## config.mk

```make
export PLATFORM = sky130hd
export DESIGN_NAME = x64_epilog_recognizer
export DESIGN_NICKNAME = d
export VERILOG_FILES = /design/src/design/x64er_pkg.sv /design/src/design/x64_epilog_recognizer.sv /design/src/design/x64er_scan.sv
export SDC_FILE = /design/constraint.sdc
export NUM_CORES = 1
export LEC_CHECK = 0
export ABC_CLOCK_PERIOD_IN_PS = 2800
export BUFFER_PORTS_ARGS = -buffer_cell sky130_fd_sc_hd__buf_2
export CORE_MARGIN = 8
export CORE_UTILIZATION = 40
export CTS_CLUSTER_DIAMETER = 200
export DETAILED_ROUTE_END_ITERATION = 8
export PLACE_DENSITY_LB_ADDON = 0.1
export SYNTH_ARGS = -nofsm -noshare
export SYNTH_HDL_FRONTEND = slang
export SYNTH_SLANG_ARGS = --single-unit
```

## constraint.sdc

```tcl
create_clock -name clk_i -period 2.8 [get_ports clk_i]
set_input_delay 0.84 -clock clk_i [delete_from_list [all_inputs] [get_ports clk_i]]
set_output_delay 0.84 -clock clk_i [all_outputs]
set_load 0.01 [all_outputs]
```

## src/design/x64er_pkg.sv

```systemverilog
// shared types and constants for the x86-64 epilog recogniser
package x64er_pkg;

  typedef enum logic [2:0] {
    PH_IDLE  = 3'd0,
    PH_OPC   = 3'd1,
    PH_MODRM = 3'd2,
    PH_SKIP  = 3'd3,
    PH_POP   = 3'd4,
    PH_REXED = 3'd5
  } phase_e;

  typedef enum logic [1:0] {
    V_NO     = 2'd0,
    V_YES    = 2'd1,
    V_UNREAD = 2'd2
  } verdict_e;

  localparam logic [7:0] RexMask   = 8'hf8;
  localparam logic [7:0] RexW      = 8'h48;
  localparam logic [7:0] OpAddImm  = 8'h81;
  localparam logic [7:0] OpAddImm8 = 8'h83;
  localparam logic [7:0] OpLea     = 8'h8d;
  localparam logic [7:0] ModrmRsp  = 8'hc4;
  localparam logic [7:0] RexRxMask = 8'h06;
  localparam logic [7:0] AnyRexMsk = 8'hf0;
  localparam logic [7:0] AnyRex    = 8'h40;
  localparam logic [7:0] PopBase   = 8'h58;
  localparam logic [7:0] RetImm    = 8'hc2;
  localparam logic [7:0] RetNear   = 8'hc3;

  localparam logic [2:0] RegRsp    = 3'd4;
  localparam logic [2:0] RmSib     = 3'd4;
  localparam logic [1:0] ModDisp8  = 2'd1;
  localparam logic [1:0] ModDisp32 = 2'd2;

  localparam logic [2:0] SkipImm8  = 3'd1;
  localparam logic [2:0] SkipImm32 = 3'd4;

  typedef struct packed {
    logic [7:0] code_byte;
    logic       scan_start;
    logic       byte_readable;
  } item_t;

  typedef struct packed {
    logic     valid;
    verdict_e verdict;
  } result_t;

endpackage

```

## src/design/x64_epilog_recognizer.sv

```systemverilog
// top level: input register, scan decode and verdict output register
// Takes one code byte per beat and answers with one verdict per scan; a byte
// passes the input register, is decoded combinationally against the scan state
// and its verdict, if any, lands in the output register, so a beat can be taken
// every cycle unless the output register holds a verdict not yet taken.
// Throughput is one byte per cycle, set by the scan state update;
// it drops only while the output register holds a verdict not yet taken.
module x64_epilog_recognizer (
  input  logic       clk_i,
  input  logic       rst_ni,
  input  logic       s_axis_tvalid_i,
  output logic       s_axis_tready_o,
  input  logic [7:0] s_axis_tdata_i,   // [7:0] code_byte
  input  logic [1:0] s_axis_tuser_i,   // [0] scan_start, [1] byte_readable
  output logic       m_axis_tvalid_o,
  input  logic       m_axis_tready_i,
  output logic [7:0] m_axis_tdata_o    // [1:0] verdict, [7:2] zero
);

  logic                in_valid_q, in_valid_d;
  x64er_pkg::item_t    in_q, in_d;
  logic                out_valid_q, out_valid_d;
  x64er_pkg::verdict_e out_verdict_q, out_verdict_d;
  logic                adv, step;
  x64er_pkg::result_t  res;

  assign adv             = !out_valid_q || m_axis_tready_i;
  assign step            = in_valid_q && adv;
  assign s_axis_tready_o = !in_valid_q || adv;

  x64er_scan u_scan (
    .clk_i  (clk_i),
    .rst_ni (rst_ni),
    .step_i (step),
    .item_i (in_q),
    .res_o  (res)
  );

  always_comb begin
    in_valid_d    = in_valid_q;
    in_d          = in_q;
    out_valid_d   = out_valid_q;
    out_verdict_d = out_verdict_q;
    if (s_axis_tready_o) begin
      in_valid_d       = s_axis_tvalid_i;
      in_d.code_byte     = s_axis_tdata_i;
      in_d.scan_start    = s_axis_tuser_i[0];
      in_d.byte_readable = s_axis_tuser_i[1];
    end
    if (adv) begin
      out_valid_d   = step && res.valid;
      out_verdict_d = res.verdict;
    end
  end

  always_ff @(posedge clk_i or negedge rst_ni) begin
    if (!rst_ni) begin
      in_valid_q  <= 1'b0;
      out_valid_q <= 1'b0;
    end else begin
      in_valid_q  <= in_valid_d;
      out_valid_q <= out_valid_d;
    end
  end

  always_ff @(posedge clk_i) begin
    in_q          <= in_d;
    out_verdict_q <= out_verdict_d;
  end

  assign m_axis_tvalid_o = out_valid_q;
  assign m_axis_tdata_o  = {6'b0, out_verdict_q};

  a_verdict_legal: assert property (@(posedge clk_i) disable iff (!rst_ni)
    m_axis_tvalid_o |-> m_axis_tdata_o[1:0] <= x64er_pkg::V_UNREAD)
    else $error("verdict code out of range");

  a_stall_only_full: assert property (@(posedge clk_i) disable iff (!rst_ni)
    !s_axis_tready_o |-> in_valid_q && out_valid_q && !m_axis_tready_i)
    else $error("input stalled with room in the pipeline");

  a_unread_start: assert property (@(posedge clk_i) disable iff (!rst_ni)
    step && in_q.scan_start && !in_q.byte_readable |=>
      m_axis_tvalid_o && m_axis_tdata_o[1:0] == x64er_pkg::V_UNREAD)
    else $error("unreadable first beat gave no unreadable verdict");

endmodule

```

## src/design/x64er_scan.sv

```systemverilog
// scan state register and per-beat epilog decode
module x64er_scan (
  input  logic             clk_i,
  input  logic             rst_ni,
  input  logic             step_i,
  input  x64er_pkg::item_t item_i,
  output x64er_pkg::result_t res_o
);

  x64er_pkg::phase_e phase_q, phase_d;
  logic [7:0] first_prefix_q, first_prefix_d;
  logic [7:0] second_opcode_q, second_opcode_d;
  logic [2:0] skip_left_q, skip_left_d;

  logic [7:0] b;
  logic       is_rexw_any, is_rex, is_pop, is_ret;
  logic       fin;
  x64er_pkg::verdict_e verd;

  assign b           = item_i.code_byte;
  assign is_rexw_any = (b & x64er_pkg::RexMask) == x64er_pkg::RexW;
  assign is_rex      = (b & x64er_pkg::AnyRexMsk) == x64er_pkg::AnyRex;
  assign is_pop      = (b & x64er_pkg::RexMask) == x64er_pkg::PopBase;
  assign is_ret      = (b == x64er_pkg::RetImm) || (b == x64er_pkg::RetNear);

  always_comb begin
    phase_d         = phase_q;
    first_prefix_d  = first_prefix_q;
    second_opcode_d = second_opcode_q;
    skip_left_d     = skip_left_q;
    fin             = 1'b0;
    verd            = x64er_pkg::V_NO;
    if (step_i) begin
      if (item_i.scan_start) begin
        phase_d     = x64er_pkg::PH_IDLE;
        skip_left_d = '0;
        if (!item_i.byte_readable) begin
          fin  = 1'b1;
          verd = x64er_pkg::V_UNREAD;
        end else if (is_rexw_any) begin
          first_prefix_d = b;
          phase_d        = x64er_pkg::PH_OPC;
        end else if (is_rex) begin
          phase_d = x64er_pkg::PH_REXED;
        end else if (is_pop) begin
          phase_d = x64er_pkg::PH_POP;
        end else begin
          fin  = 1'b1;
          verd = is_ret ? x64er_pkg::V_YES : x64er_pkg::V_NO;
        end
      end else begin
        case (phase_q)
          x64er_pkg::PH_IDLE: begin
            phase_d = x64er_pkg::PH_IDLE;
          end
          x64er_pkg::PH_SKIP: begin
            if (skip_left_q > 3'd1) begin
              skip_left_d = skip_left_q - 3'd1;
            end else begin
              skip_left_d = '0;
              phase_d     = x64er_pkg::PH_POP;
            end
          end
          x64er_pkg::PH_OPC, x64er_pkg::PH_MODRM,
          x64er_pkg::PH_POP, x64er_pkg::PH_REXED: begin
            if (!item_i.byte_readable) begin
              fin  = 1'b1;
              verd = x64er_pkg::V_UNREAD;
            end else if (phase_q == x64er_pkg::PH_OPC &&
                         (b == x64er_pkg::OpAddImm || b == x64er_pkg::OpAddImm8 ||
                          b == x64er_pkg::OpLea)) begin
              second_opcode_d = b;
              phase_d         = x64er_pkg::PH_MODRM;
            end else if (phase_q == x64er_pkg::PH_MODRM) begin
              if (second_opcode_q == x64er_pkg::OpAddImm ||
                  second_opcode_q == x64er_pkg::OpAddImm8) begin
                if (first_prefix_q != x64er_pkg::RexW || b != x64er_pkg::ModrmRsp) begin
                  fin = 1'b1;
                end else begin
                  skip_left_d = (second_opcode_q == x64er_pkg::OpAddImm) ?
                                x64er_pkg::SkipImm32 : x64er_pkg::SkipImm8;
                  phase_d     = x64er_pkg::PH_SKIP;
                end
              end else if ((first_prefix_q & x64er_pkg::RexRxMask) != 8'h00 ||
                           b[5:3] != x64er_pkg::RegRsp || b[2:0] == x64er_pkg::RmSib) begin
                fin = 1'b1;
              end else if (b[7:6] == x64er_pkg::ModDisp8) begin
                skip_left_d = x64er_pkg::SkipImm8;
                phase_d     = x64er_pkg::PH_SKIP;
              end else if (b[7:6] == x64er_pkg::ModDisp32) begin
                skip_left_d = x64er_pkg::SkipImm32;
                phase_d     = x64er_pkg::PH_SKIP;
              end else begin
                fin = 1'b1;
              end
            end else if (phase_q == x64er_pkg::PH_POP && is_rex) begin
              phase_d = x64er_pkg::PH_REXED;
            end else if (is_pop) begin
              phase_d = x64er_pkg::PH_POP;
            end else begin
              fin  = 1'b1;
              verd = is_ret ? x64er_pkg::V_YES : x64er_pkg::V_NO;
            end
          end
          default: begin
            phase_d = x64er_pkg::PH_IDLE;
          end
        endcase
      end
      if (fin) begin
        phase_d     = x64er_pkg::PH_IDLE;
        skip_left_d = '0;
      end
    end
  end

  assign res_o.valid   = fin;
  assign res_o.verdict = verd;

  always_ff @(posedge clk_i or negedge rst_ni) begin
    if (!rst_ni) begin
      phase_q         <= x64er_pkg::PH_IDLE;
      first_prefix_q  <= '0;
      second_opcode_q <= '0;
      skip_left_q     <= '0;
    end else begin
      phase_q         <= phase_d;
      first_prefix_q  <= first_prefix_d;
      second_opcode_q <= second_opcode_d;
      skip_left_q     <= skip_left_d;
    end
  end

endmodule
```

* After elaboration in Yosys (flattened, before gate mapping) *
Cells that the tools add are included.

operators by class
  add/subtract/negate cells = 1
  $mul = 0
  div/mod/pow operators = 0
  $lt $le $gt $ge = 1
  equal/unequal tests = 32
  shifts and indexed selects = 0
  mux-type cells = 59
  bitwise operators = 1
  reductions and logical operators = 22

operators by type and width
  cell                count
  $mux 3              29
  $eq 8x8->1 const B  7
  $mux 2              10
  $mux 1              18
  $ne 8x7->1 const B  2
  $ne 7x6->1 const B  2
  $pmux 3 s2          2
  $eq 5x4->1 const B  2
  $eq 3x3->1 const B  3
  $logic_or 1x1->1    9
  $ne 4x4->1 const B  2
  $ne 8x8->1 const B  1
  $reduce_and 8->1    1
  $reduce_bool 8->1   1
  $ne 7x2->1 const B  1
  $reduce_and 7->1    1
  $eq 3x2->1 const B  2
  $ne 6x2->1 const B  1
  $ne 5x4->1 const B  1
  $ne 5x5->1 const B  1
  $reduce_and 5->1    1
  $eq 4x3->1 const B  1
  $logic_and 1x1->1   4
  $ne 4x2->1 const B  1
  12 further kinds    13

word-level totals
  bits in registers = 36
  bits in latches = 0
  memory bits (writable) = 0
  bits in read-only memories = 0
  output and inout port bits = 10
  word-level logic and storage cells = 126
  memories = 0

* Depth between registers and ports, before layout *
  word-level depth = 13
  mapped depth = 8
  mapped depth without buffers = 8

* By module *
A second synthesis with hierarchy kept.

unflattened totals
  cell total of the unflattened synthesis = 167
  area, all modules = 1,875.5 µm²

modules (own cells, without submodules)
  module                 instances  cells each  area an instance (µm²)
  x64er_scan             1          139         1,370.1
  x64_epilog_recognizer  1          28          505.5

* Least setup slack after synthesis *
No wires, ideal clock.

  kind = input port to flip-flop
  from = in m_axis_tready_i
  to = reg u_scan.first_prefix_q[0]
  library setup time = 125 ps
  data arrival time = 2,321 ps
  required time = 2,675 ps
  path slack = 354 ps
  stages on the path = 5
  buffers on the path = 0
  cell sequence = nand2b_1 nand2_1 or3_1 nor3_1 mux2_2

on the way
  word-level cells in the longest chain between the ends = 3

RTL lines
  element                     line                         source
  from (decl)                 x64_epilog_recognizer.sv:16  input logic m_axis_tready_i,
  $logic_or 1x1->1            x64_epilog_recognizer.sv:27  assign adv = !out_valid_q || m_axis_tready_i;
  $logic_and 1x1->1           x64_epilog_recognizer.sv:28  assign step = in_valid_q && adv;
  $reduce_and 4->1 (no line)  --
  to (signal assigned)        x64er_scan.sv:128            first_prefix_q <= first_prefix_d;
  to (decl)                   x64er_scan.sv:11             logic [7:0] first_prefix_q, first_prefix_d;

Every way passes these cells.
A chain may end at the register's enable or synchronous reset.

* Worst setup path after layout *
  from = reg in_q[8] in the netlist's numbering
  to = reg u_scan.phase_q[0]

on the way
  word-level cells in the longest chain between the ends = 13
  elaborated cells between the ends (all ways) = 50

RTL lines
  element                                             line                         source
  from (decl)                                         x64_epilog_recognizer.sv:21  x64er_pkg::item_t in_q, in_d;
  from (signal assigned)                              x64_epilog_recognizer.sv:67  in_q <= in_d;
  $eq 2x2->1                                          x64er_scan.sv:90             end else if (b[7:6] == x64er_pkg::ModDisp32) begin
  $mux 1                                              x64er_scan.sv:90
  $mux 1                                              x64er_scan.sv:87             end else if (b[7:6] == x64er_pkg::ModDisp8) begin
  $mux 1                                              x64er_scan.sv:84             end else if ((first_prefix_q & x64er_pkg::RexRxMask) != 8'h00 ||
  $mux 1                                              x64er_scan.sv:75             if (second_opcode_q == x64er_pkg::OpAddImm ||
  $mux 1                                              x64er_scan.sv:74             end else if (phase_q == x64er_pkg::PH_MODRM) begin
  $mux 1                                              x64er_scan.sv:69             end else if (phase_q == x64er_pkg::PH_OPC &&
  $mux 1                                              x64er_scan.sv:66             if (!item_i.byte_readable) begin
  $mux 1                                              x64er_scan.sv:52             case (phase_q)
  $mux 1                                              x64er_scan.sv:34             if (item_i.scan_start) begin
  $mux 1                                              x64er_scan.sv:33             if (step_i) begin
  $ne 8x7->1 (no line), or another cell as far along  --
  $reduce_and 7->1 (no line)                          --
  to (signal assigned)                                x64er_scan.sv:122            phase_q <= x64er_pkg::PH_IDLE;
  to (signal assigned)                                x64er_scan.sv:127            phase_q <= phase_d;
  to (decl)                                           x64er_scan.sv:10             x64er_pkg::phase_e phase_q, phase_d;

Parallel ways exist; a longest one is shown, timed or not. The select of a mux whose other input is x is not followed.

==> results.json <==
{
  "outcome": "completed",
  "worstSetupPathType": "reg -> reg",
  "grt-ovfl-total": 0,
  "cts_hold_buf": 0,
  "track_usage": 0.112,
  "setup_violations": 0,
  "cts-buffers-inserted": 5,
  "cts_buffer_depth": 2,
  "critPathArrivalTime_ps": 2510,
  "ys_ff_latch": 36,
  "antenna_cells": 0,
  "synth.most_common_cell": "dfrtp_1",
  "postSynthCellCount": 169,
  "htree_levels": 2,
  "grt_pass1_wl_mm": 6.42,
  "synthesis.area_um2": 1890,
  "postSynthAreaPerCell_um2": 11.2,
  "core_um2": 4630,
  "seq_area_frac_synth": 0.508,
  "vdd_drop_max_v": 0.000328,
  "skew_ps": 7.63,
  "post_drt_wl_per_cell_um": 15.6,
  "drive_gt1_frac": 0.229,
  "drt-initial-drc-count": 70,
  "synth_flop_cell": "dfrtp_1",
  "io_buffers": 17,
  "final_util": 0.456,
  "placedCellCount": 238,
  "finalCriticalPeriod_ps": 2340,
  "rsz0062_at_grt": "false",
  "synth_edf_count": 12,
  "synth_cell_type_count": 55,
  "hold_class": "reg -> reg",
  "tightest_slew_ps": 553,
  "dp_hpwl_mm": 2.93,
  "pin_count": 24,
  "grt_pass1_vias": 1360,
  "hold_violations": 0,
  "cts_tree": "done",
  "synth_top_area_share": 0.317,
  "die_area_um2": 7190,
  "slew_headroom": 0.631,
  "p_leak_uw": 0.000927,
  "ys_top_cells_by_count": "dfrtp_1, nor2_1, edfxtp_1",
  "fin_crit_sh": 0.835,
  "crit_fanout": 6,
  "end_kind": "flop",
  "cts.clk_slew.worst_paths_ps": 80,
  "maxCapViolCount": 0,
  "gp_congestion": 0.876,
  "report.final.slew_viol_count": 0,
  "power_density_nw_per_um2": 587,
  "cts-root-buf": "clkbuf_8",
  "die_h_um": 84.8,
  "synthArstFlopShare": 0.667,
  "area_growth_pct": 11.5,
  "post_cts.repair.setup_buffers": 0,
  "cts_resized": 0,
  "layout.nets": 210,
  "viasPerCell": 5.43,
  "hold_path_depth": 1,
  "ant_nets": 0,
  "yosysTopAreaCell": "dfrtp_1",
  "start_util": 0.409,
  "startpoint_type": "flop",
  "clock-sinks": 36,
  "synthTopCellsByArea": "dfrtp_1, edfxtp_1, mux2_2",
  "max_freq_ghz": 0.428,
  "wl_mm": 3.84,
  "first_pass_iters": 4,
  "fin_tns_setup_ps": 0,
  "rr_worst_depth": 8,
  "yosys_warnings": 0,
  "antenna_found_initial": 0,
  "drc": 0,
  "num_vias": 1335,
  "grt_max_degree": 25,
  "cp.required_ps": 2970,
  "final_cell_count_no_fill": 246,
  "die_w_um": 84.8,
  "worstSkewPairLatency_ps": 280,
  "rows": 25
}
## critical path: stages (launching register included)
cell,delay (ps)
edfxtp_1,480
inv_1,80
ha_1,220
and4b_1,210
o211ai_1,250
o31a_1,300
a31oi_4,120
a21oi_2,230
mux2_1,360
## cells by family after synthesis
group	count (synthesis)	synth area share
other	1	0.00198
DFF	36	0.508
adders and majority gates	5	0.0330
and+or+nand+nor	66	0.208
buffers and inverters	17	0.0463
muxes	12	0.0701
AOI/OAI and AO/OA	32	0.134
## area by class of cell
type | count | area (µm²)
clock buffer | 6 | 72.6
clock inverter | 2 | 12.5
fill | 449 | 2520
inverter | 7 | 26.3
multi-input combinational | 121 | 863
sequential | 36 | 961
tap | 54 | 67.6
timing repair buffer | 20 | 108
## cell usage in the layout, fill, tap and decap left out, types with 2 or more instances in the layout
master      n
dfrtp_1    24
buf_2      17
nor2_1     15
edfxtp_1   12
nor3_1      8
mux2_2      8
inv_1       6
nand2_1     6
conb_1      6
nand2b_1    5
o21ai_0     5
nor2b_1     5
ha_1        5
clkbuf_8    5
nand3b_1    4
a21oi_1     4
or2_2       3
nand3_1     3
nand4b_1    3
a211oi_1    3
buf_4       3
or3_1       2
nor4b_1     2
mux2_1      2
a2bb2oi_1   2
mux2i_1     2
## sequential cells by signal (all words and copies together), names as in the netlist
signal and count:
in_valid_q 1, in_q 10, u_scan.phase_q 3, out_verdict_q 2, u_scan.first_prefix_q 8, m_axis_tvalid_o 1
u_scan.second_opcode_q 8, u_scan.skip_left_q 3
## final timing paths
path	startpoint	end	slack [ps]
worst max-delay path	in_q[8]$_DFFE_PP_	u_scan.phase_q[0]$_DFFE_PN0P_	460
worst min-delay path	u_scan.first_prefix_q[6]$_DFFE_PN0P_	u_scan.first_prefix_q[6]$_DFFE_PN0P_	470
worst max register to register	in_q[8]$_DFFE_PP_	u_scan.phase_q[0]$_DFFE_PN0P_	460
worst min register to register	u_scan.first_prefix_q[6]$_DFFE_PN0P_	u_scan.first_prefix_q[6]$_DFFE_PN0P_	470
max in group asynchronous	rst_ni	u_scan.first_prefix_q[1]$_DFFE_PN0P_	1890
min in group asynchronous	rst_ni	m_axis_tvalid_o$_DFFE_PN0N_	530
## metal layers
metal | up-vias | part of all wire | track usage
met2 | 34 | 0.47 | 0.180
li1 | 662 | - | -
met1 | 635 | 0.46 | 0.139
met4 | 0 | 0.0081 | 0.0340
met3 | 4 | 0.058 | 0.0361
met5 | - | 0 | 0
## metrics by stage
| stage | setup WS [ps] | area [µm²] | power, µW | hold slack (ps) |
|---|---|---|---|---|
| 2_1_floorplan | 354 | 1910 | 830 | 430 |
| 3_3_place_gp | 361 | 2030 | 889 | 445 |
| 3_5_place_dp | 377 | 2030 | 897 | 458 |
| 4_1_cts | 445 | 2110 | 1260 | 475 |
| 5_1_grt | 287 | 2110 | 1320 | 488 |
| 6_report | 461 | 2110 | 1240 | 472 |
## where the power goes
group / total [µW] / switching (µW) / internal (µW)
Sequential: 664 / 57.4 / 607
Clock: 355 / 181 / 174
Combinational: 220 / 118 / 102
Power figures use the tool's default switching activity.
